`config.mk`:
```
export PLATFORM = sky130hd
export DESIGN_NAME = cbed_store
export DESIGN_NICKNAME = d
export VERILOG_FILES = /design/src/rtl/cbed_pkg.sv /design/src/rtl/cbed_store.sv
export SDC_FILE = /design/constraint.sdc
export NUM_CORES = 2
export LEC_CHECK = 0
export BUFFER_PORTS_ARGS = -buffer_cell sky130_fd_sc_hd__buf_2
export CAP_MARGIN = 10
export CORE_ASPECT_RATIO = 0.6
export CORE_MARGIN = 3
export CORE_UTILIZATION = 57
export CTS_CLUSTER_SIZE = 8
export DETAILED_ROUTE_END_ITERATION = 10
export PLACE_DENSITY = 0.73
export SLEW_MARGIN = 10
export SYNTH_ARGS = -nofsm -noshare
export SYNTH_HDL_FRONTEND = slang
export SYNTH_MEMORY_MAX_BITS = 65536
export SYNTH_SLANG_ARGS = --single-unit
```
`constraint.sdc`:
```
create_clock -name clk -period 2.5 [get_ports clk]
set_clock_uncertainty 0.1 [all_clocks]
set_input_delay 0.25 -clock clk [delete_from_list [all_inputs] [get_ports clk]]
set_output_delay 0.25 -clock clk [all_outputs]
set_load 0.02 [all_outputs]
```
`src/rtl/cbed_pkg.sv`:
```
// ----------------------------------------------------------------------------
// cbed_pkg
// Shared types, codes and defaults for the counter based event debounce core.
// ----------------------------------------------------------------------------
package cbed_pkg;

	localparam int EVENT_COUNT_DEF = 256;

	// operation codes
	localparam logic [1:0] OP_REPORT = 2'd0;
	localparam logic [1:0] OP_RESET  = 2'd1;
	localparam logic [1:0] OP_QUERY  = 2'd2;

	// event status codes
	localparam logic [2:0] ST_INVALID   = 3'd0;
	localparam logic [2:0] ST_PASSED    = 3'd1;
	localparam logic [2:0] ST_FAILED    = 3'd2;
	localparam logic [2:0] ST_PREPASSED = 3'd3;
	localparam logic [2:0] ST_PREFAILED = 3'd4;

	// configuration register indexes
	localparam logic [2:0] REG_PASSED_THR = 3'd0;
	localparam logic [2:0] REG_FAILED_THR = 3'd1;
	localparam logic [2:0] REG_JUMP_DOWN  = 3'd2;
	localparam logic [2:0] REG_JUMP_UP    = 3'd3;
	localparam logic [2:0] REG_JD_EN      = 3'd4;
	localparam logic [2:0] REG_JU_EN      = 3'd5;
	localparam logic [2:0] REG_ONLY_LIMIT = 3'd6;

	localparam logic signed [7:0] FDC_MAX = 8'sd127;
	localparam logic signed [7:0] FDC_MIN = -8'sd128;

	typedef struct packed {
		logic signed [15:0] passed_thr;
		logic [14:0]        failed_thr;
		logic signed [15:0] jump_down;
		logic signed [15:0] jump_up;
		logic               jd_en;
		logic               ju_en;
		logic               only_at_limit;
	} cfg_t;

	typedef struct packed {
		logic [2:0]         status;
		logic signed [15:0] level;
	} entry_t;

	typedef struct packed {
		logic [1:0]         op;
		logic signed [15:0] step;
		logic               clr;
		logic               ok;
	} item_t;

	typedef struct packed {
		logic   accepted;
		logic   fin;
		logic   we;
		entry_t nxt;
	} upd_t;

endpackage

```
`src/rtl/cbed_store.sv`:
```
// ----------------------------------------------------------------------------
// cbed_store
// Per-event entry memory (status and level), one read and one write port,
// registered read. Valid bits make unwritten entries read as zero/invalid.
// ----------------------------------------------------------------------------
module cbed_store import cbed_pkg::*; #(
	parameter int DEPTH  = EVENT_COUNT_DEF,
	parameter int ADDR_W = 8
) (
	input  logic              clk,
	input  logic              arst_n,
	input  logic              rd_en,
	input  logic [ADDR_W-1:0] rd_addr,
	output entry_t            rd_data,
	input  logic              wr_en,
	input  logic [ADDR_W-1:0] wr_addr,
	input  entry_t            wr_data
);

	entry_t mem [DEPTH];
	entry_t rd_q;
	logic   valid_q [DEPTH];
	logic   rd_valid_q;

	always_ff @(posedge clk) begin
		if (wr_en) begin
			mem[wr_addr] <= wr_data;
		end
		if (rd_en) begin
			rd_q <= mem[rd_addr];
		end
	end

	always_ff @(posedge clk or negedge arst_n) begin
		if (!arst_n) begin
			for (int i = 0; i < DEPTH; i++) begin
				valid_q[i] <= 1'b0;
			end
			rd_valid_q <= 1'b0;
		end else begin
			if (wr_en) begin
				valid_q[wr_addr] <= 1'b1;
			end
			if (rd_en) begin
				rd_valid_q <= valid_q[rd_addr];
			end
		end
	end

	assign rd_data = rd_valid_q ? rd_q : '0;

endmodule

```
* Word level (Yosys, flattened, before mapping) *
Memories as Yosys holds them, arrays and structs flattened. A register that Yosys moved wholly into a read port is not among the register bits.
Cells that the tools add are included.

word-level totals
  logic and storage cells = 273
  input port bits = 39
  bits in writable memories = 4,864
  output and inout bits = 19
  flip-flop bits (word level) = 257
  memories kept = 1

operators by class
  reduce and logical (&&, ||, !) cells = 1
  bitwise logic cells = 3
  mux-type cells = 8
  $lt $le $gt $ge = 3

memories
  name  words  bits a word  read ports  clocked after Yosys merged registers in  wr ports  RTL line          RTL
  mem   256    19           1           1                                        1         cbed_store.sv:20  entry_t mem [DEPTH];

operator list
  kind                                                                   number
  256-bit OR                                                             1
  19-bit two-way mux                                                     1
  9-bit >= comparator (second input constant)                            2
  8-bit NOT with 9-bit output                                            2
  9-bit by 1-bit < comparator with 1-bit output (second input constant)  1
  1-bit binary-select mux with 8-bit select                              1
  1-bit demux with 8-bit select                                          1
  1-bit two-way mux                                                      5
  1-bit logical AND                                                      1

* Longest topological paths before layout *
  depth in word-level cells = 6
  mapped depth = 13
  gate-level depth less buffers = 7

* Worst setup path after synthesis *
Ideal clock, no wire load.

  kind = input-to-reg
  start point = in rd_addr[1]
  end point = reg, netlist name rd_q[8]
  stages on the path = 10
  data required time = 2,133 ps
  setup slack = -217 ps
  path buffers = 5
  arrival = 2,349 ps
  library setup time = 267 ps
  cell sequence = buf_4 > buf_4 > buf_2 > clkbuf_1 > clkbuf_1 > mux4_2 > a221oi_1 > o22ai_1 > o21ai_0 > nand4_1

RTL lines
  element          RTL line          RTL
  start, declared  cbed_store.sv:13  input logic [ADDR_W-1:0] rd_addr,

==> impl_metrics.yaml <==
timing:
  clock.fmax_mhz: 369
  slew_headroom_pct: 23.4
  slew_viol_final: 0
  setup_viol: 16
  final_hold_viol_count: 0
  min_period_ps: 2710
  rsz0062_at_grt: "true"
  post-route-period-util_pct: 108
  hold_ws_ps: 116
  setup_tns_ps: -1130
  setup_ws_ps: -207
  worstMarginPinSlew_ps: 1150
yosys:
  ys_async_sr_fraction_pct: 5.00
  ys_seq_elements: 5140
  synth_cells: 8505
  synth_fp_nets: 8544
  ys_seq_area_share_pct: 78.5
  syn-cell-area_sq_mm: 0.195
  ys_types: 43
  synth_top_flop_cell: "edfxtp_1"
  synth_edf_count: 4883
  syn_area_per_cell_sq_um: 22.9
  synth_warnings: 0
floorplan:
  die_w_um: 761
  die_area_sq_mm: 0.350
  row_count: 165
  io-pin-count: 58
  core_area_sq_mm: 0.339
  fp.dieH_um: 459
  start_util_pct: 57.6
grt:
  grtUsageTotal_pct: 33.7
  grt-ovfl-total: 0
  grt_pass1_wl_mm: 825
  grt_max_degree: 104
  antenna_found_initial: 24
  grt_pass1_vias: 106705
detailed_routing:
  highest_layer: "met5"
  wl_met2_mm: 256
  ant_nets: 0
  met1_length_mm: 206
  via_count: 105422
  drc: 0
  drt_first_iter_violations: 18949
  drtPass1Iterations: 6
  wl_met3_mm: 102
  routed_wl_mm: 589
  post_drt_wl_per_cell_um: 39.7
  vias_per_cell: 7.12
setup_path:
  start_kind: "flip-flop"
  crit_required_ps: 3110
  critPathMaxFanout: 1
  crit_arrival_ps: 3310
  criticalPathCategory: "reg2reg"
  endpoint_kind: "flip-flop"
final_layout:
  nFillCells: 18474
  mostFrequentLayoutCell: "edfxtp_1"
  multi_input_area_sq_mm: 0.0435
  final_cell_mix: "edfxtp_1 (4883), mux4_2 (1269), clkbuf_16 (723), buf_4 (709), buf_12 (453)"
  nNetsFinal: 10032
  ff_latch_area_sq_mm: 0.153
  final_util_pct: 70.1
  drive_above_1_share_pct: 41.3
  synthToLayoutAreaGrowth_pct: 21.7
power_and_ir_drop:
  switching_share_pct: 22.0
  power_density_mw_per_mm2: 822
  comb_power_share_pct: 6.2
  switching_power_mw: 43.0
  power_frac_clock_pct: 44.9
  p_leak_nw: 78.0
  seqPwrFrac_pct: 48.8
  p_int_mw: 152
  peakVddDrop_mv: 1.01
status:
  violations: "negative setup slack"
  status: "complete, but fails checks"
worst_hold_path:
  hold_class: "in2reg"
clock_network:
  clk_pin_slew_ps: 50
  max-clock-path-buffers: 4
  insertion_delay_ps: 1010
  cts_buffers: 716
  htree_levels: 6
  clkSinkCount: 5140
  cts_tree: "yes"
  cts_root_buf: "clkbuf_16"
placement:
  numPortBuffers: 57
  gp_congestion: 0.928
  dp_hpwl_mm: 338
flow_run:
  max_cap_violations: 0
worst max-delay path, stage by stage (launching register included):
cell      delay, ps
edfxtp_1        420
mux4_2          520
a22o_1          220
a221oi_1        460
o22ai_2         290
o21ai_2         310
nand4_1         110
cells in the mapped netlist, types with 2 or more instances:
| library cell | count | area (sq um) |
|---|---|---|
| nand2_1 | 39 | 146 |
| o21ai_1 | 66 | 330 |
| nand4_1 | 28 | 175 |
| a22oi_1 | 4 | 30.0 |
| o22ai_1 | 157 | 982 |
| inv_1 | 4 | 15.0 |
| nor2_1 | 268 | 1010 |
| o21ai_0 | 11 | 55.1 |
| or4_1 | 2 | 15.0 |
| buf_2 | 80 | 400 |
| mux4_2 | 1269 | 28600 |
| a221oi_1 | 304 | 2660 |
| buf_6 | 76 | 856 |
| nand2b_1 | 5 | 31.3 |
| or2_2 | 257 | 1610 |
| a22o_1 | 304 | 2660 |
| nor3_1 | 7 | 35.0 |
| a311oi_1 | 2 | 17.5 |
| and2_1 | 21 | 131 |
| a21oi_1 | 4 | 20.0 |
| edfxtp_1 | 4883 | 147000 |
| o221ai_1 | 10 | 87.6 |
| a2111oi_0 | 3 | 26.3 |
| a211oi_1 | 5 | 37.5 |
| clkbuf_1 | 285 | 1070 |
| buf_8 | 6 | 90.1 |
| buf_1 | 42 | 158 |
| dfrtp_1 | 257 | 6430 |
| mux2i_1 | 31 | 310 |
| nand3_1 | 29 | 145 |
| buf_4 | 22 | 165 |
| nor4_1 | 2 | 12.5 |
| nor2b_1 | 12 | 75.1 |
timing repair:
action / CTS / global route
setup buffers: 0 / 0
endpoints found under the setup margin: 39 / 20
pin swaps: 73 / 64
gates resized for setup: 278 / 150
endpoints found under the hold margin: 4542 / 0
hold buffers: 36 / 0
stage by stage:
stage | instances | power [mW] | cell area, sq um | setup WS (ps)
5_1_grt | 14809 | 199 | 237000 | -167
3_5_place_dp | 13764 | 108 | 215000 | -1860
6_report | 14815 | 195 | 237000 | -207
3_3_place_gp | 13764 | 107 | 215000 | -1850
4_1_cts | 14811 | 195 | 236000 | -54.5
2_1_floorplan | 8505 | 102 | 197000 | -164
power by group through the flow:
stage                     registers, mW  logic, mW  clock network [mW]
after detailed placement           96.8       11.0                   0
final                              95.2       12.2                87.7
after CTS                          95.2       11.6                88.0
after floorplan                    96.7       5.32                   0
after global placement             96.8       10.7                   0
after global routing               95.2       12.5                91.7
sequential cells by signal, indices dropped and copies added, names as in the netlist:
signal and cells:
rd_q 19, valid_q 256, mem 4864, rd_valid_q 1
logic make-up after synthesis:
logic type / share of synthesized area, %
and+or+nand+nor: 1.75
AOI/OAI and AO/OA: 3.56
muxes: 14.8
DFF: 78.5
buffers and inverters: 1.43
area by class of cell:
| class | count | share of cell area [%] |
|---|---|---|
| Inverter | 4 | 0.00632 |
| Clock buffer | 984 | 8.03 |
| Tap cell | 4509 | 2.38 |
| Sequential cell | 5140 | 64.5 |
| Clock inverter | 38 | 0.233 |
| Timing Repair Buffer | 1283 | 6.57 |
| Antenna cell | 9 | 0.00948 |
| Multi-Input combinational cell | 2848 | 18.3 |
routing by layer:
| metal | vias up | track usage, % |
|---|---|---|
| met5 | - | 0 |
| met2 | 9595 | 46.9 |
| met4 | 10 | 12.8 |
| met1 | 55035 | 48.4 |
| met3 | 1243 | 13.6 |
| li1 | 39539 | - |
final timing paths:
check / from / cells past startpoint / slack (ps) / to
hold / removal: wr_en / 4 / 120 / mem[208][14]
setup / recovery: mem[137][15] / 6 / -210 / rd_q[15]
hold reg to reg: valid_q[81] / 1 / 360 / valid_q[81]
max in group asynchronous: arst_n / 4 / 1340 / valid_q[124]
min in group asynchronous: arst_n / 4 / 520 / valid_q[13]
setup reg to reg: mem[137][15] / 6 / -210 / rd_q[15]
Power figures use the tool's default switching activity.
