### config.mk
export PLATFORM = sky130hd
export DESIGN_NAME = cbed_update
export DESIGN_NICKNAME = d
export VERILOG_FILES = /design/src/rtl/cbed_pkg.sv /design/src/rtl/cbed_update.sv
export SDC_FILE = /design/constraint.sdc
export NUM_CORES = 1
export LEC_CHECK = 0
export ABC_AREA = 1
export BUFFER_PORTS_ARGS = -buffer_cell sky130_fd_sc_hd__clkbuf_2
export CORE_MARGIN = 2
export CORE_UTILIZATION = 55
export DETAILED_ROUTE_END_ITERATION = 12
export PLACE_DENSITY = 0.85
export SYNTH_ARGS = -nofsm -noshare
export SYNTH_HDL_FRONTEND = slang
export SYNTH_SLANG_ARGS = --single-unit
### constraint.sdc
create_clock -name vclk -period 11
set_input_delay 1.1 -clock vclk [all_inputs]
set_output_delay 1.1 -clock vclk [all_outputs]
set_load 0.005 [all_outputs]
### src/rtl/cbed_pkg.sv
// ----------------------------------------------------------------------------
// cbed_pkg
// Shared types, codes and defaults for the counter based event debounce core.
// ----------------------------------------------------------------------------
package cbed_pkg;

	localparam int EVENT_COUNT_DEF = 256;

	// operation codes
	localparam logic [1:0] OP_REPORT = 2'd0;
	localparam logic [1:0] OP_RESET  = 2'd1;
	localparam logic [1:0] OP_QUERY  = 2'd2;

	// event status codes
	localparam logic [2:0] ST_INVALID   = 3'd0;
	localparam logic [2:0] ST_PASSED    = 3'd1;
	localparam logic [2:0] ST_FAILED    = 3'd2;
	localparam logic [2:0] ST_PREPASSED = 3'd3;
	localparam logic [2:0] ST_PREFAILED = 3'd4;

	// configuration register indexes
	localparam logic [2:0] REG_PASSED_THR = 3'd0;
	localparam logic [2:0] REG_FAILED_THR = 3'd1;
	localparam logic [2:0] REG_JUMP_DOWN  = 3'd2;
	localparam logic [2:0] REG_JUMP_UP    = 3'd3;
	localparam logic [2:0] REG_JD_EN      = 3'd4;
	localparam logic [2:0] REG_JU_EN      = 3'd5;
	localparam logic [2:0] REG_ONLY_LIMIT = 3'd6;

	localparam logic signed [7:0] FDC_MAX = 8'sd127;
	localparam logic signed [7:0] FDC_MIN = -8'sd128;

	typedef struct packed {
		logic signed [15:0] passed_thr;
		logic [14:0]        failed_thr;
		logic signed [15:0] jump_down;
		logic signed [15:0] jump_up;
		logic               jd_en;
		logic               ju_en;
		logic               only_at_limit;
	} cfg_t;

	typedef struct packed {
		logic [2:0]         status;
		logic signed [15:0] level;
	} entry_t;

	typedef struct packed {
		logic [1:0]         op;
		logic signed [15:0] step;
		logic               clr;
		logic               ok;
	} item_t;

	typedef struct packed {
		logic   accepted;
		logic   fin;
		logic   we;
		entry_t nxt;
	} upd_t;

endpackage

### src/rtl/cbed_update.sv
// ----------------------------------------------------------------------------
// cbed_update
// Next entry for one item: jump, step, clamp to thresholds, new status.
// ----------------------------------------------------------------------------
module cbed_update import cbed_pkg::*; (
	input  item_t  item,
	input  entry_t cur,
	input  cfg_t   cfg,
	output upd_t   upd
);

	logic signed [17:0] lvl_x, lo_x, hi_x, jd_x, ju_x, step_x, base_x, sum_x;
	logic signed [17:0] c1_x, c2_x;
	logic               step_neg, step_pos, at_lim, jump_dn, jump_up;
	logic [2:0]         ns;

	assign lvl_x  = {{2{cur.level[15]}}, cur.level};
	assign lo_x   = {{2{cfg.passed_thr[15]}}, cfg.passed_thr};
	assign hi_x   = {3'b000, cfg.failed_thr};
	assign jd_x   = {{2{cfg.jump_down[15]}}, cfg.jump_down};
	assign ju_x   = {{2{cfg.jump_up[15]}}, cfg.jump_up};
	assign step_x = {{2{item.step[15]}}, item.step};

	assign step_neg = item.step[15];
	assign step_pos = !item.step[15] && (item.step != 16'sd0);
	assign at_lim   = (lvl_x == lo_x && step_neg) || (lvl_x == hi_x && step_pos);

	assign jump_dn = step_neg && (cur.status == ST_PREFAILED || cur.status == ST_FAILED) &&
		cfg.jd_en && (lvl_x > jd_x) && (lvl_x == hi_x || !cfg.only_at_limit);
	assign jump_up = step_pos && (cur.status == ST_PREPASSED || cur.status == ST_PASSED) &&
		cfg.ju_en && (lvl_x < ju_x) && (lvl_x == lo_x || !cfg.only_at_limit);

	assign base_x = jump_dn ? jd_x : (jump_up ? ju_x : lvl_x);
	assign sum_x  = base_x + step_x;

	// passed clamp first, failed clamp second: the later one wins
	always_comb begin
		ns   = ST_INVALID;
		c1_x = sum_x;
		if (sum_x <= lo_x) begin
			c1_x = lo_x;
			ns   = ST_PASSED;
		end else if (sum_x < 18'sd0) begin
			ns = ST_PREPASSED;
		end
		c2_x = c1_x;
		if (c1_x >= hi_x) begin
			c2_x = hi_x;
			ns   = ST_FAILED;
		end else if (c1_x > 18'sd0) begin
			ns = ST_PREFAILED;
		end
	end

	always_comb begin
		upd.accepted = 1'b0;
		upd.fin      = 1'b0;
		upd.we       = 1'b0;
		upd.nxt      = cur;
		case (item.op)
			OP_REPORT: begin
				if (item.ok) begin
					upd.accepted = 1'b1;
					if (!at_lim) begin
						upd.we         = 1'b1;
						upd.nxt.level  = c2_x[15:0];
						upd.nxt.status = ns;
						upd.fin        = (ns == ST_PASSED) || (ns == ST_FAILED);
					end
				end
			end
			OP_RESET: begin
				upd.accepted   = 1'b1;
				upd.we         = 1'b1;
				upd.nxt.status = ST_INVALID;
				if (item.clr) begin
					upd.nxt.level = 16'sd0;
				end
			end
			OP_QUERY: begin
				upd.accepted = 1'b1;
			end
			default: begin
			end
		endcase
	end

endmodule

# --- After elaboration in Yosys (flattened, before gate mapping) ---
# Cells that the tools add are included.
op_classes:
  mux: 14
  n_lt_le_gt_ge: 6
  n_eq_ne: 10
  n_addsub: 1
  reduce_logical: 22
op_table:
  columns: ["op", "count"]
  rows:
  - ["2-to-1 mux 18 bit", 3]
  - ["case mux 20 bit (2 select lines)", 1]
  - ["equality test 16 bit", 2]
  - ["2-to-1 mux 16 bit", 2]
  - ["2-to-1 mux 22 bit", 1]
  - ["2-to-1 mux 21 bit", 1]
  - ["adder 18 x 16 -> 18 bit", 1]
  - ["greater-or-equal comparator 18 x 16 -> 1 bit", 1]
  - ["> comparator 18 x 1 -> 1 bit (second input constant)", 1]
  - ["<= comparator 18 x 16 -> 1 bit", 1]
  - ["less-than comparator 18 x 1 -> 1 bit (second input constant)", 1]
  - ["> comparator 16 bit", 1]
  - ["less-than comparator 16 bit", 1]
  - ["nonzero test 16 bit", 1]
  - ["logical AND 1 bit", 11]
  - ["equality test 3 x 2 -> 1 bit (second input constant)", 3]
  - ["equality test 3 x 1 -> 1 bit (second input constant)", 2]
  - ["logical OR 1 bit", 6]
  - ["2-to-1 mux 3 bit", 2]
  - ["2-to-1 mux 2 bit", 2]
  - ["equality test 3 bit (second input constant)", 1]
  - ["equality test 2 x 1 -> 1 bit (second input constant)", 1]
  - ["equality test 2 bit (second input constant)", 1]
  - ["zero test 1 bit", 2]
  - ["4 further kinds", 4]
word_totals:
  in_bits: 105
  regBits: 0

# --- Depth between registers and ports, before layout ---
# Gate-level depths: netlist (run 1).
depth:
  word_depth: 19
  ltp_mapped: 57
  mapped_depth_nobuf: 54

# --- Worst setup path after synthesis (run 1) ---
# OpenSTA, ideal clock, no wires.
synth_path:
  kind: "input port to output port"
  start: "input port cfg[6] (netlist name)"
  end: "output port upd[0] (netlist name)"
  stages: 52
  path_buffers: 3
  arrival_ps: 6928
  path_slack_ps: 2972
  required_ps: 9900
  path_cell_list: "inv_1 ha_1 nand2_1 o21ai_0 nand4_1 o211ai_1 nand2_1 nand3_1 a21oi_1 or2_2 nand3_1 buf_2 nand2_1 nand2_1 o21ai_1 ha_1 fa_1 nand3_1 (+16 left out) o21ai_1 inv_1 ha_1 nand4_1 inv_1 o211ai_1 nand3_1 a21oi_1 o21ai_0 nand3_1 nand2_2 nand2_4 buf_4 nand3_1 nand3_1 nand2_1 nand2_1 nand2_1"
synth_lines:
  columns: ["element", "line", "text"]
  rows:
  - ["start: declaration", "cbed_update.sv:8", "input cfg_t cfg,"]
  - ["end: declaration", "cbed_update.sv:9", "output upd_t upd"]

==> results.txt, run 1 <==
status = finished, final reports clean
I/O pins = 127
CP Max Fanout = 27
Clk pwr share = 0
HP Start = cur[16]
Net Sw Power = 0.312 mW
Final Hold Viols = 0
DP HPWL = 14100 microns
Avg WL per Cell = 14.4 microns
routed wire length = 16200 microns
CP Class = primary input to primary output
first drt pass iteration count = 5
Gate power share = 1.000
Post-CTS Resized = 0
CP most frequent cell = nand2_1
share of cells above drive strength 1 = 0.146
detailed router's first-iteration violation count = 426
final instance area = 0.00540 sq mm
ANT cells = 0
CP Capture Type = primary output
register area share after synthesis = 0
slew margin rel. = 0.247
Mapped Avg Cell Area = 5.19 sq um
vias per cell = 5.39
CP startpoint = cur[4]
pin count of the biggest net entering global routing = 28
Crit-path slowest cell = inv_1
Worst Path Required = 9.90 ns
Synth Instances = 911
RSZ-0062 raised after global routing = no
crit-path leading delay family = simple AND/OR/NAND/NOR gates
Row Count = 33
synth-to-layout area growth = 14.3%
Pleak = 3.54 nW
met3 Usage GRT = 0.0195
num sequential = 0
Max Slew Vio Count = 0
Unique masters post-synth = 43
Final #Nets = 1213
Tightest Pin Transition = 1.13 ns
FILL cells = 889
Initial Util = 0.572
Sequential cell area = 0 sq um
Tcrit/Tclk final = 0.905
PD cells = 88.3 mW/mm^2
vias in the first global route = 5668
grt ovf = 0
DIE AREA = 0.00935 sq mm
FMAX = 0.100 GHz
Remaining DRCs = 0
Sw Ratio = 0.654
max-cap viol count = 0
Synth Warn # = 0
Fin Setup TNS = 0 ns
hold_buf cts = 0
placed cell area = 0.00540 sq mm
crit start category = primary input
die height = 96.7 microns
initial antenna violation count = 0
Post-DRT Antenna Nets = 0
Internal = 0.165 mW
Final GP Congestion = 1.08
peak supply drop = 0.0000396 V
crit path DAT = 8.86 ns
Post-Syn Area = 0.00473 sq mm
Seq pwr share = 0
Worst path max stage delay = 0.49 ns
Placeable Area = 0.00826 sq mm
overall routing resource usage = 0.335
first-pass GRT wire length = 26200 microns
CP Buf/Inv Count = 7
postcts setup bufs = 0
HP Class = primary input to primary output
# clk buffers = 0
min cycle time layout = 9.96 ns
routed via count = 6070
met1 Resource Use GR = 0.423
grt peak-use layer = met2
Setup Viol. Count Final = 0
IO buf count = 127
die width = 96.7 microns
met2 Track Usage GR = 0.585
Mapped Nets = 1101
-- per-stage QoR --
step                power, mW  setup WS (ns)  instances   util  hold WS (ns)
floorplan               0.346           2.97        911      -          2.30
global placement        0.462           1.14       1126  0.654          2.50
global route            0.541          0.164       1126  0.654          2.54
finish                  0.477           1.04       1126  0.654          2.50
CTS                     0.468           1.17       1126  0.654          2.51
detailed placement      0.466           1.19       1126  0.654          2.51
-- final cells by class --
type	instances	area, sq um	area share
multi-input combinational	720	3980	0.736
tap	105	131	0.0243
inverter	173	652	0.121
timing repair buffer	128	643	0.119
-- cell usage after synthesis (3+ instances only) --
cell type | instances | area [sq um]
a21oi_1 | 40 | 200
a31oi_1 | 3 | 18.8
buf_2 | 8 | 40.0
clkbuf_1 | 4 | 15.0
ha_1 | 84 | 1050
inv_1 | 169 | 634
inv_2 | 3 | 11.3
nand2_1 | 343 | 1290
nand2_2 | 6 | 37.5
nand3_1 | 62 | 310
nand4_1 | 15 | 93.8
nor2_1 | 61 | 229
nor2_2 | 4 | 25.0
nor3_1 | 5 | 25.0
nor4_1 | 5 | 31.3
o2111ai_1 | 3 | 26.3
o21ai_0 | 13 | 65.1
o21ai_1 | 24 | 120
o22ai_1 | 3 | 18.8
xnor2_1 | 7 | 61.3
xor2_1 | 17 | 149
-- power by group through the flow --
stage	registers [mW]	clock network, mW	logic, mW
6_report	0	0	0.477
5_1_grt	0	0	0.541
4_1_cts	0	0	0.468
3_5_place_dp	0	0	0.466
3_3_place_gp	0	0	0.462
2_1_floorplan	0	0	0.346
-- metal layers --
layer	vias to the layer above	share of wire
met5	-	0
met4	0	0.049
met3	55	0.094
met2	321	0.46
met1	2596	0.40
li1	3098	-
-- cells by family (layout without fill, tap and decap cells) --
group	Yosys count	after routing	synth area share
AO/OA/AOI/OAI	99	99	0.117
AND/OR/NAND/NOR	512	512	0.453
adder cells (fa/ha/maj)	85	85	0.227
buffers and inverters	191	301	0.159
XOR/XNOR	24	24	0.0445
-- path summary, 6_finish.rpt --
| path | depth (start not counted) | end |
|---|---|---|
| setup / recovery | 49 | upd[1] |
| hold / removal | 4 | upd[16] |
-- layout by cell type (no fill, tap or decap), types with 5 or more instances in the layout --
master	instances
inv_1	169
nor2_1	61
o21ai_0	13
nand2_1	343
a21oi_1	40
o21ai_1	24
nor4_1	5
nand4_1	15
nand2_2	6
ha_1	84
xor2_1	17
nand3_1	62
clkbuf_2	127
xnor2_1	7
nor3_1	5
Power figures use the tool's default switching activity.
==> inputs of run 2 (changes only) <==
Settings changed: CORE_MARGIN 2 to 1.5, CORE_UTILIZATION 55 to 51, PLACE_DENSITY 0.85 to 0.83.
Clock period 11 ns to 8.7 ns, I/O delays scaled along.
==> run 2 against run 1 <==
- count of clock-buffer cells in the layout is the same
- first-iteration DRC count grew 20%
- critical path depth grew 2
- via count grew 6.1%
- flip-flop and latch count is the same
- largest power group unchanged
==> results.txt, run 2 (same netlist as run 1, synthesis figures left out) <==
ANT cells = 0
min cycle time layout = 8.29 ns
CP startpoint = cur[1]
Tightest Pin Transition = 1.12 ns
Initial Util = 0.534
die width = 99.3 microns
crit path DAT = 7.42 ns
Post-DRT Antenna Nets = 0
FMAX = 0.121 GHz
slew margin rel. = 0.251
DP HPWL = 15000 microns
total chip power = 0.727 mW
grt ovf = 0
peak supply drop = 0.0000518 V
die height = 99.3 microns
vias per cell = 5.45
IO buf count = 127
crit start category = primary input
Final #Nets = 1266
HP Class = primary input to primary output
initial antenna violation count = 0
CP Max Fanout = 19
pin count of the biggest net entering global routing = 23
Final Hold Viols = 0
Crit-path slowest cell = ha_1
vias in the first global route = 5759
WHS = 2.05 ns
routed wire length = 17700 microns
Avg WL per Cell = 14.9 microns
Worst Path Required = 7.83 ns
# clk buffers = 0
CP most frequent cell = nand2_1
synth-to-layout area growth = 28.5%
hold_buf cts = 0
first drt pass iteration count = 5
first-pass GRT wire length = 27000 microns
num sequential = 0
detailed router's first-iteration violation count = 511
routed via count = 6439
Tcrit/Tclk final = 0.953
status = finished, final reports clean
PD cells = 120 mW/mm^2
Final GP Congestion = 1.11
most frequent cells in the layout = nand2_1, inv_1, clkbuf_2
commonest non-fill, non-tap cell in the layout = nand2_1
Max Slew Vio Count = 0
share of cells above drive strength 1 = 0.228
Pleak = 3.84 nW
Placeable Area = 0.00885 sq mm
Setup Viol. Count Final = 0
CP Class = primary input to primary output
Remaining DRCs = 0
HP Start = cur[16]
DIE AREA = 0.00986 sq mm
Worst path max stage delay = 0.32 ns
CP Capture Type = primary output
Sequential cell area = 0 sq um
post-layout util = 0.686
I/O pins = 127
Row Count = 34
overall routing resource usage = 0.340
max-cap viol count = 0
[run 2: changes by cell type in the layout (fill, tap and decap cells not counted), moves of 5 or more]
cell,before,now
ha_1,84,77
o21ai_2,1,8
nand3_2,2,7
o21ai_1,24,17
nand3_1,62,57
buf_4,1,49
ha_4,0,6
[run 2: final timing paths]
check / endpoint / slack [ns] / cells after the start
min: upd[16] / 2.05 / 4
max: upd[8] / 0.41 / 51
[run 2: worst max-delay path, delay by kind of cell]
kind	cells	cell delay [ns]
AND/OR/NAND/NOR	28	2.48
buffers and inverters	8	1.04
adder cells (fa/ha/maj)	4	1.24
AO/OA/AOI/OAI	11	1.79
[run 2: stage by stage]
step	setup TNS [ns]	std cells	setup WS [ns]	instance area [sq um]
final	0	1182	0.408	6070
after global routing	-0.317	1182	-0.0680	6070
after CTS	0	1173	0.0188	5740
after detailed placement	-0.0217	1173	-0.0121	5740
after global placement	0	1173	0.164	5740
after floorplan	0	911	1.13	4730
[run 2: final cells by class]
| cell class | count | area [sq um] |
|---|---|---|
| multi-input cells | 720 | 4220 |
| fillers | 858 | 2780 |
| repair buffers | 181 | 1070 |
| inverters | 173 | 652 |
| well taps | 108 | 135 |
[run 2: per-layer routing]
layer,share of wire,vias up,track usage
li1,-,3217,-
met1,0.39,2812,0.429
met2,0.46,336,0.606
met3,0.088,74,0.0155
met4,0.054,0,0.134
met5,0,-,0
[run 2: power by group]
| part | total (mW) | switching (mW) | leakage, nW | internal, mW |
|---|---|---|---|---|
| registers | 0 | 0 | 0 | 0 |
| logic | 0.727 | 0.433 | 3.84 | 0.294 |
| clock network | 0 | 0 | 0 | 0 |
| total | 0.727 | 0.433 | 3.84 | 0.294 |
[run 2: timing repair]
item,4_1_cts,5_1_grt
buffers inserted,0,9
pin swaps,0,10
resized for setup,1,57
endpoints found under the setup margin,12,20
==> inputs of run 3 (changes only) <==
Settings changed: ABC_AREA 1 to default, CORE_UTILIZATION 51 to 50, PLACE_DENSITY 0.83 to 0.84.
==> run 3 against run 2 <==
- final area is 3.4% higher
- the run now ends with setup timing left
- non-clock buffer count is 114 higher
- core utilization is 13 points higher
- critical endpoint is now upd[0]
- combinational power is 3.6% lower
==> results.txt, run 3 <==
status = finished with violations
violated checks = setup timing
Fin Setup TNS = -15.93 ns
detailed router's first-iteration violation count = 474
CP Buf/Inv Count = 5
synth-to-layout area growth = 57.7%
RSZ-0062 raised after global routing = yes
most frequent cells in the layout = buf_4, clkbuf_2, ha_1
CP Max Fanout = 9
register area share after synthesis = 0
main combinational cell family by area after synthesis = adder cells
slew margin rel. = 0.179
Final #Nets = 1028
num sequential = 0
vias per cell = 6.04
die width = 92.3 microns
crit path DAT = 8.73 ns
I/O pins = 127
Worst Slack Setup Final = -0.900 ns
most common cell in the synthesized netlist = ha_1
Avg WL per Cell = 19.1 microns
Clk pwr share = 0
Tightest Pin Transition = 1.22 ns
Worst path max stage delay = 0.55 ns
dominant cells by area after synthesis = ha_1, mux2i_1, xor2_1
Tcrit/Tclk final = 1.10
first drt pass iteration count = 6
routed wire length = 17900 microns
max-cap viol count = 0
Max Slew Vio Count = 0
Mapped Nets = 744
grt ovf = 0
Unique masters post-synth = 55
pin count of the biggest net entering global routing = 21
FMAX = 0.104 GHz
XOR/XNOR Fraction of Synth Area = 0.101
Post-Syn Area = 0.00398 sq mm
Final Hold Viols = 0
Internal = 0.357 mW
post-synthesis compound-gate area fraction = 0.231
Row Count = 32
first-pass GRT wire length = 27800 microns
multiplexer share of the synthesized area = 0.123
Initial Util = 0.516
IO buf count = 127
Post-Synth Adder-Cell Area = 0.269
Synth Instances = 554
die height = 92.3 microns
# clk buffers = 0
HP Class = primary input to primary output
Crit-path slowest cell = or4b_4
ANT cells = 0
Setup Viol. Count Final = 20
share of cells above drive strength 1 = 0.407
Sequential cell area = 0 sq um
DIE AREA = 0.00851 sq mm
Net Sw Power = 0.344 mW
vias in the first global route = 5801
Sw Ratio = 0.490
Mapped Avg Cell Area = 7.19 sq um
min cycle time layout = 9.60 ns
Worst Hold End = upd[17]
Synth top area share = 0.264
Seq pwr share = 0
Pleak = 3.56 nW
Gate power share = 1.000
overall routing resource usage = 0.411
initial antenna violation count = 0
CP Capture Type = primary output
hold_buf cts = 0
pre-CTS setup slack = -0.796 ns
CP Class = primary input to primary output
Synth Warn # = 0
FILL cells = 517
CP startpoint = cur[11]
peak supply drop = 0.0000741 V
Post-DRT Antenna Nets = 0
Placeable Area = 0.00773 sq mm
crit start category = primary input
HP Start = cur[17]
largest area contributor in the netlist = ha_1
top cells by count, synth = ha_1, inv_1, nand2_1
Synth Area in Simple Gates = 0.185
commonest non-fill, non-tap cell in the layout = buf_4
Remaining DRCs = 0
Worst Path Required = 7.83 ns
routed via count = 5664
hold path depth = 3
crit-path leading delay family = compound AO/OA/AOI/OAI gates
Final GP Congestion = 0.998
DP HPWL = 14600 microns
PD cells = 112 mW/mm^2
[run 3: cell types whose count changed after synthesis, sizes merged, moves of 16 or more]
cell / delta
nand2: -298
inv: -97
mux2i: +41
xor2: +23
a21o: +16
nor2: -51
nand3: -56
[run 3: worst max-delay path by stage]
stage	endpoint	slack (ns)	cells after the start
after global placement	upd[0]	-0.50	39
after global routing	upd[0]	-1.22	40
after floorplan	upd[20]	-0.27	38
final	upd[0]	-0.90	36
after detailed placement	upd[8]	-0.80	38
after CTS	upd[0]	-0.54	37
[run 3: metrics by stage]
stage	hold WS (ns)	cells	utilization	area, sq um	power, mW
6_report	2.10	938	0.813	6280	0.701
3_3_place_gp	2.08	928	0.774	5980	0.578
3_5_place_dp	2.09	928	0.774	5980	0.603
4_1_cts	2.09	937	0.805	6220	0.659
5_1_grt	2.12	938	0.813	6280	0.749
2_1_floorplan	1.83	554	-	4100	0.325
[run 3: cells by family (layout without fill, tap and decap cells)]
group                    Yosys count  after routing
AND/OR/NAND/NOR                  145            146
buffers and inverters             90            371
multiplexers                      48             48
adder cells (fa/ha/maj)           85             85
AO/OA/AOI/OAI                    140            140
XOR/XNOR                          46             46
[run 3: area by class of cell]
cell class	instances	area (sq um)	area share
Multi-Input combinational cell	465	3860	0.614
Inverter	76	298	0.0474
Tap cell	102	128	0.0203
Timing Repair Buffer	295	2000	0.318
[run 3: per-layer routing]
metal | wire, microns | vias up | GRT usage
met5 | 0 | - | 0
met4 | 1230 | 0 | 0.223
met3 | 1520 | 110 | 0.0522
met2 | 8430 | 367 | 0.711
met1 | 6740 | 2606 | 0.487
li1 | - | 2581 | -
[run 3: repair_timing]
action / in CTS / in global routing
cloned: 2 / 0
buffers inserted: 7 / 1
setup endpoints to repair: 20 / 20
resized for setup: 31 / 19
pin swaps: 10 / 2
[run 3: power groups by stage]
stage	Clock [mW]	Sequential, mW	Combinational (mW)
floorplan	0	0	0.325
global placement	0	0	0.578
detailed placement	0	0	0.603
CTS	0	0	0.659
global route	0	0	0.749
finish	0	0	0.701
