<file path="src/rtl/cbed_pkg.sv">
// ----------------------------------------------------------------------------
// cbed_pkg
// Shared types, codes and defaults for the counter based event debounce core.
// ----------------------------------------------------------------------------
package cbed_pkg;

	localparam int EVENT_COUNT_DEF = 256;

	// operation codes
	localparam logic [1:0] OP_REPORT = 2'd0;
	localparam logic [1:0] OP_RESET  = 2'd1;
	localparam logic [1:0] OP_QUERY  = 2'd2;

	// event status codes
	localparam logic [2:0] ST_INVALID   = 3'd0;
	localparam logic [2:0] ST_PASSED    = 3'd1;
	localparam logic [2:0] ST_FAILED    = 3'd2;
	localparam logic [2:0] ST_PREPASSED = 3'd3;
	localparam logic [2:0] ST_PREFAILED = 3'd4;

	// configuration register indexes
	localparam logic [2:0] REG_PASSED_THR = 3'd0;
	localparam logic [2:0] REG_FAILED_THR = 3'd1;
	localparam logic [2:0] REG_JUMP_DOWN  = 3'd2;
	localparam logic [2:0] REG_JUMP_UP    = 3'd3;
	localparam logic [2:0] REG_JD_EN      = 3'd4;
	localparam logic [2:0] REG_JU_EN      = 3'd5;
	localparam logic [2:0] REG_ONLY_LIMIT = 3'd6;

	localparam logic signed [7:0] FDC_MAX = 8'sd127;
	localparam logic signed [7:0] FDC_MIN = -8'sd128;

	typedef struct packed {
		logic signed [15:0] passed_thr;
		logic [14:0]        failed_thr;
		logic signed [15:0] jump_down;
		logic signed [15:0] jump_up;
		logic               jd_en;
		logic               ju_en;
		logic               only_at_limit;
	} cfg_t;

	typedef struct packed {
		logic [2:0]         status;
		logic signed [15:0] level;
	} entry_t;

	typedef struct packed {
		logic [1:0]         op;
		logic signed [15:0] step;
		logic               clr;
		logic               ok;
	} item_t;

	typedef struct packed {
		logic   accepted;
		logic   fin;
		logic   we;
		entry_t nxt;
	} upd_t;

endpackage

</file>
<file path="src/rtl/cbed_fdc.sv">
// ----------------------------------------------------------------------------
// cbed_fdc
// Fault detection counter: level scaled by 127/failed or -128/passed threshold.
// Start loads the operands, then an 8-bit restoring divide runs at four bits a cycle.
// ----------------------------------------------------------------------------
module cbed_fdc import cbed_pkg::*; (
	input  logic               clk,
	input  logic               arst_n,
	input  logic               start,
	input  logic signed [15:0] level,
	input  logic signed [15:0] passed_thr,
	input  logic [14:0]        failed_thr,
	output logic               done,
	output logic signed [7:0]  fault_counter
);

	logic        pos, neg, bad, ovf;
	logic [15:0] mag, dvs;
	logic [22:0] num;

	logic        run_q, half_q, done_q;
	logic        neg_q, zero_q, sat_q;
	logic [22:0] rem_q, dsh_q;
	logic [7:0]  quo_q;

	logic [22:0] rem_n, dsh_n;
	logic [7:0]  quo_n;

	assign pos = !level[15] && (level != 16'sd0);
	assign neg = level[15];
	assign mag = neg ? 16'(-level) : level;
	// magnitude*127 as a shift and subtract for a positive level, else magnitude*128
	assign num = pos ? ({mag, 7'b0} - {7'b0, mag}) : {mag, 7'b0};
	assign dvs = pos ? {1'b0, failed_thr} : 16'(-passed_thr);
	assign bad = (pos && failed_thr == '0) || (neg && !passed_thr[15]);
	// quotient of 256 or more saturates either way
	assign ovf = {1'b0, num} >= {dvs, 8'b0};

	always_comb begin
		rem_n = rem_q;
		dsh_n = dsh_q;
		quo_n = quo_q;
		for (int k = 0; k < 4; k++) begin
			if (rem_n >= dsh_n) begin
				rem_n = rem_n - dsh_n;
				quo_n = {quo_n[6:0], 1'b1};
			end else begin
				quo_n = {quo_n[6:0], 1'b0};
			end
			dsh_n = dsh_n >> 1;
		end
	end

	always_ff @(posedge clk or negedge arst_n) begin
		if (!arst_n) begin
			run_q  <= 1'b0;
			half_q <= 1'b0;
			done_q <= 1'b0;
		end else begin
			done_q <= run_q && half_q;
			if (start) begin
				run_q  <= 1'b1;
				half_q <= 1'b0;
			end else if (run_q) begin
				half_q <= 1'b1;
				if (half_q) begin
					run_q <= 1'b0;
				end
			end
		end
	end

	always_ff @(posedge clk) begin
		if (start) begin
			rem_q  <= num;
			dsh_q  <= {dvs, 7'b0};
			quo_q  <= '0;
			neg_q  <= neg;
			zero_q <= (level == 16'sd0);
			sat_q  <= bad || ovf;
		end else if (run_q) begin
			rem_q <= rem_n;
			dsh_q <= dsh_n;
			quo_q <= quo_n;
		end
	end

	always_comb begin
		if (zero_q) begin
			fault_counter = 8'sd0;
		end else if (neg_q) begin
			fault_counter = (sat_q || quo_q > 8'd128) ? FDC_MIN : 8'(-quo_q);
		end else begin
			fault_counter = (sat_q || quo_q[7]) ? FDC_MAX : quo_q;
		end
	end

	assign done = done_q;

endmodule

</file>
<file path="config.mk">
export PLATFORM = sky130hd
export DESIGN_NAME = cbed_fdc
export DESIGN_NICKNAME = d
export VERILOG_FILES = /design/src/rtl/cbed_pkg.sv /design/src/rtl/cbed_fdc.sv
export SDC_FILE = /design/constraint.sdc
export NUM_CORES = 1
export LEC_CHECK = 0
export BUFFER_PORTS_ARGS = -buffer_cell sky130_fd_sc_hd__buf_2
export CAP_MARGIN = 20
export CORE_UTILIZATION = 60
export DETAILED_ROUTE_END_ITERATION = 6
export PLACE_DENSITY = 0.82
export SLEW_MARGIN = 20
export SYNTH_ARGS = -nofsm -noshare
export SYNTH_HDL_FRONTEND = slang
export SYNTH_SLANG_ARGS = --single-unit
</file>
<file path="constraint.sdc">
create_clock -name clk -period 26.9 [get_ports clk]
set_clock_uncertainty 0.1 [all_clocks]
set_input_delay 8.07 -clock clk [delete_from_list [all_inputs] [get_ports clk]]
set_output_delay 8.07 -clock clk [all_outputs]
set_load 0.05 [all_outputs]
</file>
# Word-level counts from Yosys, hierarchy flattened
# Cells that the tools add are included.
# word_totals
regBits	60
# op_classes
order_cmp	6
n_addsub	8
n_reduce_logical	14
mux	24
# op_table
cell	n
2-to-1 mux 23 bit	9
2-to-1 mux 16 bit	2
2-to-1 mux 8 bit	4
negator 16 bit	2
>= comparator 23 x 24 -> 1 bit	1
>= comparator 23 x 20 -> 1 bit	1
>= comparator 23 x 21 -> 1 bit	1
>= comparator 23 x 22 -> 1 bit	1
>= comparator 23 bit	1
subtractor 23 x 16 -> 23 bit	1
subtractor 23 x 20 -> 23 bit	1
subtractor 23 x 21 -> 23 bit	1
subtractor 23 x 22 -> 23 bit	1
subtractor 23 bit	1
logical NOT 16 bit	1
nonzero test 16 bit	1
logical NOT 15 bit	1
2-to-1 mux 1 bit	9
> comparator 8 bit, second input constant	1
negator 8 bit	1
logical AND 1 bit	4
logical OR 1 bit	4
logical NOT 1 bit	2
nonzero test 2 bit	1

# Logic depth before layout (Yosys ltp)
# Gate-level depths: netlist (run 1).
# logic_depth
word_depth	10
depth_mapped	50

# Worst setup path after synthesis (run 1)
# Ideal clock, no wire load.
# synth_timing
kind	input to register
start	input level[0]
end	register sat_q (data pin)
path_stages	25
setup_ns	0.152
t_required_ns	26.648
path_slack_ns	14.148
arrival_time_ns	12.501
path_cell_list	clkbuf_1 inv_1 ha_1 nand2b_1 nor2_1 nand2_1 nand2_1 xnor2_1 inv_1 ha_1 nand2_1 nor2_1 a32o_1 o41ai_1 nor2_1 a2111oi_0 o31ai_1 ha_1 nand4_1 or4_1 nor4_1 nor3_1 a21oi_1 o221ai_1 a31oi_1
# synth_via
elab_chain_len	6
elab_cells_between_ends	11
cone_classes	add/sub (2); order compare (1); mux (3); reduce/logical (5)
# synth_lines
item	line_no	rtl
start: declaration	cbed_fdc.sv:10	input logic signed [15:0] level,
negator 16 bit	cbed_fdc.sv:31	assign mag = neg ? 16'(-level) : level;
2-to-1 mux 16 bit	cbed_fdc.sv:31	
subtractor 23 x 16 -> 23 bit	cbed_fdc.sv:33	assign num = pos ? ({mag, 7'b0} - {7'b0, mag}) : {mag, 7'b0};
2-to-1 mux 23 bit	cbed_fdc.sv:33	
>= comparator 23 x 24 -> 1 bit	cbed_fdc.sv:37	assign ovf = {1'b0, num} >= {dvs, 8'b0};
logical OR 1 bit (*)	cbed_fdc.sv:80	sat_q <= bad || ovf;
end signal: assignment	cbed_fdc.sv:80	
end: declaration	cbed_fdc.sv:22	logic neg_q, zero_q, sat_q;
# Every way passes the cells marked *; elsewhere a longest branch is shown, timed or not.
# A chain may end at the register's enable or synchronous reset.

# Final worst setup path (run 1)
# Ends and elaborated chain as after synthesis.

==> results of run 1 <==
## kinds of logic (layout without fill, tap and decap cells)
| logic type | after synthesis | count (layout) | synth area share (%) |
|---|---|---|---|
| buffers and inverters | 113 | 153 | 4.36 |
| flip-flops | 60 | 60 | 16.1 |
| XOR/XNOR | 110 | 110 | 9.48 |
| AND/OR/NAND/NOR | 449 | 449 | 21.6 |
| AO/OA/AOI/OAI | 400 | 400 | 26.7 |
| multiplexers | 67 | 67 | 7.03 |
| adder cells (fa/ha/maj) | 117 | 117 | 14.7 |
## per-stage QoR
step / hold WS [ps] / std cells / worst slack (ps) / area, um^2
after CTS: 390 / 1576 / 13850 / 10900
after global placement: 370 / 1560 / 13700 / 10700
after detailed placement: 384 / 1560 / 13510 / 10700
final: 386 / 1576 / 13750 / 10900
after floorplan: 340 / 1316 / 14150 / 10200
after global routing: 409 / 1576 / 13380 / 10900
## cells in the mapped netlist (13+ instances only)
master                       n
sky130_fd_sc_hd__inv_1      68
sky130_fd_sc_hd__edfxtp_1   42
sky130_fd_sc_hd__mux2_2     32
sky130_fd_sc_hd__or3_1      17
sky130_fd_sc_hd__xor2_1     48
sky130_fd_sc_hd__nor2b_1    19
sky130_fd_sc_hd__nand2b_1   20
sky130_fd_sc_hd__a31oi_1    23
sky130_fd_sc_hd__dfxtp_1    15
sky130_fd_sc_hd__mux2i_1    32
sky130_fd_sc_hd__o31ai_1    24
sky130_fd_sc_hd__nand3_1    29
sky130_fd_sc_hd__a211oi_1   13
sky130_fd_sc_hd__nand2_1   109
sky130_fd_sc_hd__xnor2_1    62
sky130_fd_sc_hd__nand4_1    21
sky130_fd_sc_hd__clkbuf_1   29
sky130_fd_sc_hd__o21a_1     19
sky130_fd_sc_hd__a21oi_1    89
sky130_fd_sc_hd__ha_1      113
sky130_fd_sc_hd__nor2_1    126
sky130_fd_sc_hd__nor3_1     35
sky130_fd_sc_hd__nor4_1     18
sky130_fd_sc_hd__a21o_1     29
sky130_fd_sc_hd__o21ai_0    88
## area by class of cell
cell class,instances,area (um^2)
Multi-Input combinational cell,1143,8110
Fill cell,1475,5640
Clock buffer,12,268
Sequential cell,60,1640
Timing Repair Buffer,69,373
Clock inverter,4,22.5
Tap cell,220,275
Inverter,68,255
## final timing paths
kind | end | slack, ps
setup / recovery | sat_q | 13750
hold / removal | run_q | 390
setup reg to reg | rem_q[18] | 14270
hold reg to reg | run_q | 390
max in group asynchronous | run_q | 19170
min in group asynchronous | done | 7420
## per-layer routing
metal	GRT usage [%]	up-vias	part of all wire [%]
li1	-	5013	-
met3	4.31	89	7.7
met5	0	-	0
met2	56.9	512	45
met1	43.9	4804	43
met4	15.2	0	4.5
==> results.sh, run 1 <==
export IMPL_rows=47
export IMPL_groute_usage_overall_pct=34.1
export IMPL_critical_path_startpoint="level[0]"
export IMPL_syn_mean_instance_area_um2=7.72
export IMPL_clk_latency_ps=340
export IMPL_cp_max_fo=8
export IMPL_critical_path_cell_count=25
export IMPL_max_slew_margin_vs_limit_pct=35.7
export IMPL_dr_pass1_iters=6
export IMPL_reg2regPathDepth=40
export IMPL_layout_cells_most_common_list="126 x sky130_fd_sc_hd__nor2_1, 113 x sky130_fd_sc_hd__ha_1, 109 x sky130_fd_sc_hd__nand2_1"
export IMPL_route_detailed_wl_per_inst_um=18.7
export IMPL_port_buffers=58
export IMPL_clock_tree_buffer_depth=2
export IMPL_synth_largest_area_cell="sky130_fd_sc_hd__ha_1"
export IMPL_drtIter0Drc=1198
export IMPL_hold_buffers=0
export IMPL_numClockSinks=60
export IMPL_initial_core_util_pct=61.3
export IMPL_hold_viol=0
export IMPL_required_ps=26980
export IMPL_final_core_utilization_pct=66.0
export IMPL_synth_top_cells_by_area="sky130_fd_sc_hd__ha_1 14%, sky130_fd_sc_hd__edfxtp_1 12%, sky130_fd_sc_hd__xnor2_1 5.3%"
export IMPL_worst_hold_path_type="reg -> reg"
export IMPL_startpoint_kind_of_the_worst_setup_timing_path="input pin"
export IMPL_number_of_antenna_violations_at_the_first_check_in_global_routing=0
export IMPL_ys_async_sr_fraction_pct=5.00
export IMPL_cts_buffers=9
export IMPL_num_io_pins=59
export IMPL_synth_distinct_cells=78
export IMPL_clk_root_buffer_cell="sky130_fd_sc_hd__clkbuf_16"
export IMPL_floorplan_die_width_um=132
export IMPL_wl_um=29500
export IMPL_regToRegStartpoint="dsh_q[20]"
export IMPL_tns_ps=0
export IMPL_max_cap_viol_count=0
export IMPL_synthesis_area_um2=10200
export IMPL_cts_max_level=3
export IMPL_worstMarginPinSlew_ps=964
export IMPL_first_global_vias=9620
export IMPL_leading_cell_type_in_the_layout_fill_and_taps_excluded="sky130_fd_sc_hd__nor2_1"
export IMPL_worst_setup_path_end_kind="flip-flop"
export IMPL_slew_violations=0
export IMPL_peak_per_stage_delay_on_the_critical_path_ps=550
export IMPL_largest_registers="dsh_q: 23 flops, rem_q: 23 flops, quo_q: 8 flops"
export IMPL_maximum_number_of_pins_on_one_net_before_global_route_repair=49
export IMPL_worst_hold_startpoint="half_q"
export IMPL_cts_resized=0
export IMPL_cells_after_synth=1316
export IMPL_cp_buffers_inverters=3
export IMPL_tritoncts="built"
export IMPL_status="finished, final reports clean"
export IMPL_layout_area_overhead_vs_synth_pct=7.62
export IMPL_fp_coreArea_um2=16600
export IMPL_dieArea_um2=17500
export IMPL_drive_gt1_share_pct=10.4
export IMPL_hold_path_cell_cnt=1
export IMPL_final_nets=1518
export IMPL_detail_route_vias_per_cell=6.61
export IMPL_synthFlopType="sky130_fd_sc_hd__edfxtp_1"
export IMPL_slowest_stage="sky130_fd_sc_hd__o41ai_1"
export IMPL_die_y_um=132
export IMPL_total_via_count_in_the_routed_design=10418
export IMPL_rsz0062_at_grt="no"
export IMPL_critPathKind="in -> reg"
export IMPL_synth_top_area_share_pct=13.9
export IMPL_arrival_ps=13230
export IMPL_antenna_diodes=0
export IMPL_synthesis_nets=1483
export IMPL_yosysWarningCount=0
export IMPL_max_freq_mhz=76.1
export IMPL_synth_enable_flop_cells=42
export IMPL_antenna_violating_nets_post_route=0
export IMPL_grt_pass1_wl_um=47900
export IMPL_setup_viol=0
export IMPL_timing_critical_path_max_delay_family="compound AO/OA/AOI/OAI gates"
export IMPL_fin_crit_sh_pct=48.9
export IMPL_hpwl_um=23700
export IMPL_ys_seq_area_share_pct=16.1
export IMPL_post_cts_setup_buffer_count=0
export IMPL_gp_congestion=1.00
export IMPL_finalWorstPathRequiredPeriod_ps=13150
export IMPL_clk_pin_slew_ps=50
export IMPL_postSynthRegisterBits=60
export IMPL_drt_drc_violations_left=0
export IMPL_gr_total_overflow=0
Power of run 1 is left out: the tool's default activity adds up to more than one toggle a clock period on the data nets, which glitch-free logic cannot reach.
==> run 2: changes to the inputs <==
--- a/config.mk
+++ b/config.mk
@@ -5,6 +5,7 @@
 export SDC_FILE = /design/constraint.sdc
 export NUM_CORES = 1
 export LEC_CHECK = 0
+export ABC_AREA = 1
 export BUFFER_PORTS_ARGS = -buffer_cell sky130_fd_sc_hd__buf_2
 export CAP_MARGIN = 20
 export CORE_UTILIZATION = 60
==> constraint.sdc (replaced) <==
create_clock -name clk -period 13.1 [get_ports clk]
set_clock_uncertainty 0.1 [all_clocks]
set_input_delay 3.93 -clock clk [delete_from_list [all_inputs] [get_ports clk]]
set_output_delay 3.93 -clock clk [all_outputs]
set_load 0.05 [all_outputs]
==> results.sh, run 2 <==
export IMPL_drt_drc_violations_left=0
export IMPL_cp_buffers_inverters=8
export IMPL_synth_distinct_cells=51
export IMPL_ys_async_sr_fraction_pct=5.00
export IMPL_slew_violations=0
export IMPL_fp_coreArea_um2=16600
export IMPL_dr_pass1_iters=6
export IMPL_slowest_stage="sky130_fd_sc_hd__nand4_1"
export IMPL_synth_top_cells_by_area="sky130_fd_sc_hd__nand2_1 18%, sky130_fd_sc_hd__ha_1 14%, sky130_fd_sc_hd__edfxtp_1 12%"
export IMPL_synthesis_area_um2=10300
export IMPL_post_synth_top_count_cell="sky130_fd_sc_hd__nand2_1"
export IMPL_antenna_diodes=0
export IMPL_layout_cells_most_common_list="494 x sky130_fd_sc_hd__nand2_1, 227 x sky130_fd_sc_hd__inv_1, 126 x sky130_fd_sc_hd__nand3_1"
export IMPL_cts_resized=0
export IMPL_worst_setup_path_end_kind="flip-flop"
export IMPL_critPathMostFrequentCell="sky130_fd_sc_hd__nand2_1"
export IMPL_required_ps=13090
export IMPL_wl_um=31300
export IMPL_max_freq_mhz=87.4
export IMPL_worst_hold_path_type="reg -> reg"
export IMPL_maximum_number_of_pins_on_one_net_before_global_route_repair=54
export IMPL_synthesis_nets=1840
export IMPL_cp_max_fo=40
export IMPL_cts_buffers=9
export IMPL_critPathKind="reg -> reg"
export IMPL_tns_ps=0
export IMPL_detail_route_vias_per_cell=5.84
export IMPL_post_cts_setup_buffer_count=0
export IMPL_die_y_um=133
export IMPL_yosysWarningCount=0
export IMPL_area_sequential_um2=1640
export IMPL_groute_usage_overall_pct=35.3
export IMPL_clk_pin_slew_ps=60
export IMPL_timing_critical_path_max_delay_family="simple AND/OR/NAND/NOR gates"
export IMPL_hold_viol=0
export IMPL_tritoncts="built"
export IMPL_total_via_count_in_the_routed_design=11319
export IMPL_layout_area_overhead_vs_synth_pct=7.30
export IMPL_port_buffers=58
export IMPL_antenna_violating_nets_post_route=0
export IMPL_synth_top_area_share_pct=18.1
export IMPL_post_synth_most_frequent_cells="494 x sky130_fd_sc_hd__nand2_1, 228 x sky130_fd_sc_hd__inv_1, 126 x sky130_fd_sc_hd__nand3_1"
export IMPL_postSynthRegisterBits=60
export IMPL_multi_input_area_um2=7590
export IMPL_number_of_antenna_violations_at_the_first_check_in_global_routing=0
export IMPL_rows=47
export IMPL_cells_after_synth=1673
export IMPL_drive_gt1_share_pct=7.11
export IMPL_initial_core_util_pct=61.7
export IMPL_drtIter0Drc=1262
export IMPL_synthFlopType="sky130_fd_sc_hd__edfxtp_1"
export IMPL_max_cap_viol_count=0
export IMPL_largest_registers="dsh_q: 23 flops, rem_q: 23 flops, quo_q: 8 flops"
export IMPL_rsz0062_at_grt="no"
export IMPL_grt_pass1_wl_um=49500
export IMPL_final_nets=1879
export IMPL_setup_viol=0
export IMPL_synth_largest_area_cell="sky130_fd_sc_hd__nand2_1"
export IMPL_hpwl_um=25200
export IMPL_ys_seq_area_share_pct=15.9
export IMPL_fin_crit_sh_pct=87.3
export IMPL_numClockSinks=60
export IMPL_peak_per_stage_delay_on_the_critical_path_ps=830
export IMPL_clk_latency_ps=340
export IMPL_startpoint_kind_of_the_worst_setup_timing_path="flip-flop"
export IMPL_status="finished, final reports clean"
export IMPL_clk_root_buffer_cell="sky130_fd_sc_hd__clkbuf_16"
export IMPL_clock_tree_buffer_depth=2
export IMPL_route_detailed_wl_per_inst_um=16.2
export IMPL_synth_enable_flop_cells=42
export IMPL_cts_max_level=3
export IMPL_gp_congestion=1.02
export IMPL_gr_total_overflow=0
export IMPL_final_cell_count_no_fill=1937
export IMPL_hold_buffers=0
export IMPL_dieArea_um2=17600
export IMPL_num_io_pins=59
export IMPL_syn_mean_instance_area_um2=6.14
export IMPL_arrival_ps=11430
export IMPL_dpl_cell_count=1920
export IMPL_leading_cell_type_in_the_layout_fill_and_taps_excluded="sky130_fd_sc_hd__nand2_1"
export IMPL_floorplan_die_width_um=133
export IMPL_finalWorstPathRequiredPeriod_ps=11440
export IMPL_nFillCells=1561
export IMPL_first_global_vias=10207
export IMPL_max_slew_margin_vs_limit_pct=29.7
export IMPL_worstMarginPinSlew_ps=1050
## run 2: changes by cell type in the layout (fill, tap and decap cells not counted), moves of 23 or more
cell and change:
sky130_fd_sc_hd__nand2_1 +385, sky130_fd_sc_hd__o22ai_1 +23, sky130_fd_sc_hd__mux2i_1 -32, sky130_fd_sc_hd__a21oi_1 +24, sky130_fd_sc_hd__mux2_2 -32, sky130_fd_sc_hd__inv_1 +159, sky130_fd_sc_hd__nand3_1 +97
## run 2: metal layers
metal,wire length (um),global-route usage (%)
met1,13300,44.9
met2,14500,59.8
met3,2350,5.33
met4,1110,14.1
met5,0,0
## run 2: worst paths after layout
check / start / endpoint / slack (ps) / cells after the start
worst min register to register: half_q / run_q / 390 / 1
worst min-delay path: half_q / run_q / 390 / 1
max in group asynchronous: arst_n / half_q / 9530 / 1
worst max-delay path: dsh_q[20] / rem_q[9] / 1660 / 49
worst max register to register: dsh_q[20] / rem_q[9] / 1660 / 49
min in group asynchronous: arst_n / run_q / 3270 / 1
## run 2: logic make-up after synthesis
logic type	share of synthesized area, %
AND/OR/NAND/NOR	34.3
AO/OA/AOI/OAI	16.8
adder cells (fa/ha/maj)	14.6
flip-flops	15.9
XOR/XNOR	8.19
buffers and inverters	10.2
## run 2: stage by stage
| step | utilization (%) | hold WS (ps) | setup WS, ps | cell area [um^2] |
|---|---|---|---|---|
| 6_report | 66.2 | 385 | 1660 | 11000 |
| 5_1_grt | 66.2 | 396 | 910 | 11000 |
| 4_1_cts | 66.1 | 384 | 1660 | 11000 |
| 3_5_place_dp | 64.2 | 376 | 1800 | 10700 |
| 3_3_place_gp | 64.2 | 363 | 2090 | 10700 |
| 2_1_floorplan | - | 332 | 4870 | 10300 |
## run 2: area by class of cell
class                           instances  area share (%)
Clock buffer                            9            2.04
Inverter                              232            7.94
Sequential cell                        60            14.9
Tap cell                              220            2.50
Multi-Input combinational cell       1346            68.9
Timing Repair Buffer                   63            3.01
Clock inverter                          7           0.761
## run 2: worst reg2reg max path, delay by kind of cell (launching register included)
| kind | cells | cell delay (ps) |
|---|---|---|
| adders and majority gates | 4 | 1440 |
| AOI/OAI and AO/OA | 11 | 2790 |
| buffers and inverters | 8 | 1800 |
| and+or+nand+nor | 26 | 4680 |
| DFF | 1 | 400 |
Power of run 2 is left out for the same reason.
==> run 3: changes to the inputs <==
--- a/config.mk
+++ b/config.mk
@@ -8,7 +8,8 @@
 export ABC_AREA = 1
 export BUFFER_PORTS_ARGS = -buffer_cell sky130_fd_sc_hd__buf_2
 export CAP_MARGIN = 20
-export CORE_UTILIZATION = 60
+export CORE_ASPECT_RATIO = 0.5
+export CORE_UTILIZATION = 58
 export DETAILED_ROUTE_END_ITERATION = 6
 export PLACE_DENSITY = 0.82
 export SLEW_MARGIN = 20
==> constraint.sdc (replaced) <==
create_clock -name clk -period 9.73 [get_ports clk]
set_clock_uncertainty 0.1 [all_clocks]
set_input_delay 2.919 -clock clk [delete_from_list [all_inputs] [get_ports clk]]
set_output_delay 2.919 -clock clk [all_outputs]
set_load 0.05 [all_outputs]
==> results.sh, run 3 (same netlist as run 2, synthesis figures left out) <==
export IMPL_status="complete, but fails checks"
export IMPL_failed_checks="DRC"
export IMPL_leading_cell_type_in_the_layout_fill_and_taps_excluded="sky130_fd_sc_hd__nand2_1"
export IMPL_grt_pass1_wl_um=55000
export IMPL_hold_viol=0
export IMPL_dieArea_um2=18300
export IMPL_worstMarginPinSlew_ps=922
export IMPL_max_cap_viol_count=0
export IMPL_clk_latency_ps=340
export IMPL_dpl_cell_count=1951
export IMPL_drtIter0Drc=1698
export IMPL_dr_pass1_iters=7
export IMPL_slowest_stage="sky130_fd_sc_hd__edfxtp_1"
export IMPL_drt_drc_violations_left=27
export IMPL_floorplan_die_width_um=190
export IMPL_wl_um=36500
export IMPL_cts_buffers=9
export IMPL_largest_registers="dsh_q: 23 flops, rem_q: 23 flops, quo_q: 8 flops"
export IMPL_final_design_area_no_fill_um2=11200
export IMPL_worst_setup_path_end_kind="flip-flop"
export IMPL_cp_buffers_inverters=7
export IMPL_clk_pin_slew_ps=60
export IMPL_tns_ps=0
export IMPL_groute_usage_overall_pct=39.6
export IMPL_tritoncts="built"
export IMPL_port_buffers=58
export IMPL_max_slew_margin_vs_limit_pct=38.5
export IMPL_startpoint_kind_of_the_worst_setup_timing_path="flip-flop"
export IMPL_arrival_ps=9110
export IMPL_fp_coreArea_um2=16800
export IMPL_antenna_diodes=0
export IMPL_die_y_um=96.1
export IMPL_hpwl_um=29400
export IMPL_slew_violations=0
export IMPL_first_global_vias=10634
export IMPL_cts_max_level=3
export IMPL_peak_per_stage_delay_on_the_critical_path_ps=520
export IMPL_numClockSinks=60
export IMPL_num_io_pins=59
export IMPL_total_via_count_in_the_routed_design=11921
export IMPL_antenna_violating_nets_post_route=0
export IMPL_drive_gt1_share_pct=8.43
export IMPL_final_nets=1905
export IMPL_clk_root_buffer_cell="sky130_fd_sc_hd__clkbuf_16"
export IMPL_gr_total_overflow=0
export IMPL_clock_tree_buffer_depth=2
export IMPL_finalWorstPathRequiredPeriod_ps=9110
export IMPL_timing_critical_path_max_delay_family="simple AND/OR/NAND/NOR gates"
export IMPL_critPathMostFrequentCell="sky130_fd_sc_hd__nand2_1"
export IMPL_layout_cells_most_common_list="494 x sky130_fd_sc_hd__nand2_1, 227 x sky130_fd_sc_hd__inv_1, 126 x sky130_fd_sc_hd__nand3_1"
export IMPL_layout_area_overhead_vs_synth_pct=9.56
export IMPL_number_of_antenna_violations_at_the_first_check_in_global_routing=1
export IMPL_max_freq_mhz=110
export IMPL_final_cell_count_no_fill=1970
export IMPL_detailed_place_area_um2=10900
export IMPL_required_ps=9730
export IMPL_cp_max_fo=22
export IMPL_rows=33
export IMPL_gp_congestion=1.05
export IMPL_detail_route_vias_per_cell=6.05
export IMPL_fin_crit_sh_pct=93.6
export IMPL_maximum_number_of_pins_on_one_net_before_global_route_repair=54
export IMPL_critPathKind="reg -> reg"
export IMPL_worst_hold_path_type="reg -> reg"
export IMPL_setup_viol=0
export IMPL_initial_core_util_pct=60.9
export IMPL_route_detailed_wl_per_inst_um=18.5
run 3: cell types whose count changed in the layout (fill, tap and decap cells not counted), moves of 2 or more:
cell,delta
sky130_fd_sc_hd__buf_4,+24
sky130_fd_sc_hd__clkinv_2,+2
sky130_fd_sc_hd__nand3_4,+2
sky130_fd_sc_hd__nor2_2,-2
sky130_fd_sc_hd__o21ai_0,-8
sky130_fd_sc_hd__o21ai_1,+8
run 3: layer usage:
layer / vias up / part of all wire (%) / GRT usage [%]
li1: 5688 / - / -
met1: 5363 / 44 / 55.3
met2: 779 / 39 / 58.5
met3: 91 / 15 / 12.8
met4: 0 / 2.2 / 10.0
met5: - / 0 / 0
run 3: worst register-to-register path, delay by kind of cell, from the launching register on:
kind,cells,cell delay [ps]
and+or+nand+nor,28,3300
AOI/OAI and AO/OA,13,2350
adders and majority gates,4,1620
buffers and inverters,7,960
DFF,1,520
run 3: repair_timing:
action                                  4_1_cts  5_1_grt
resized for setup                             0       15
hold buffers                                  0        0
endpoints found under the setup margin        0       24
buffers inserted                              0        1
run 3: final timing paths:
kind	from	to	slack (ps)	depth (start not counted)
max	rem_q[6]	rem_q[19]	620	52
min	half_q	run_q	400	1
max reg2reg	rem_q[6]	rem_q[19]	620	52
min reg2reg	half_q	run_q	400	1
max in group asynchronous	arst_n	half_q	7150	1
min in group asynchronous	arst_n	run_q	2270	1
run 3: area by class of cell:
type / instances / area [um^2]
Multi-Input combinational cell: 1348 / 7630
Fill cell: 1487 / 5600
Sequential cell: 60 / 1640
Inverter: 232 / 880
Timing Repair Buffer: 87 / 520
Tap cell: 227 / 284
Clock buffer: 10 / 229
Clock inverter: 6 / 65.1
run 3: stage by stage:
stage	hold WS [ps]	setup WS (ps)	utilization (%)
after floorplan	332	1810	-
after global placement	360	370	64.7
after detailed placement	392	266	64.7
after CTS	402	212	66.4
after global routing	433	-26.9	66.8
final	402	621	66.8
Power of run 3 is left out for the same reason.
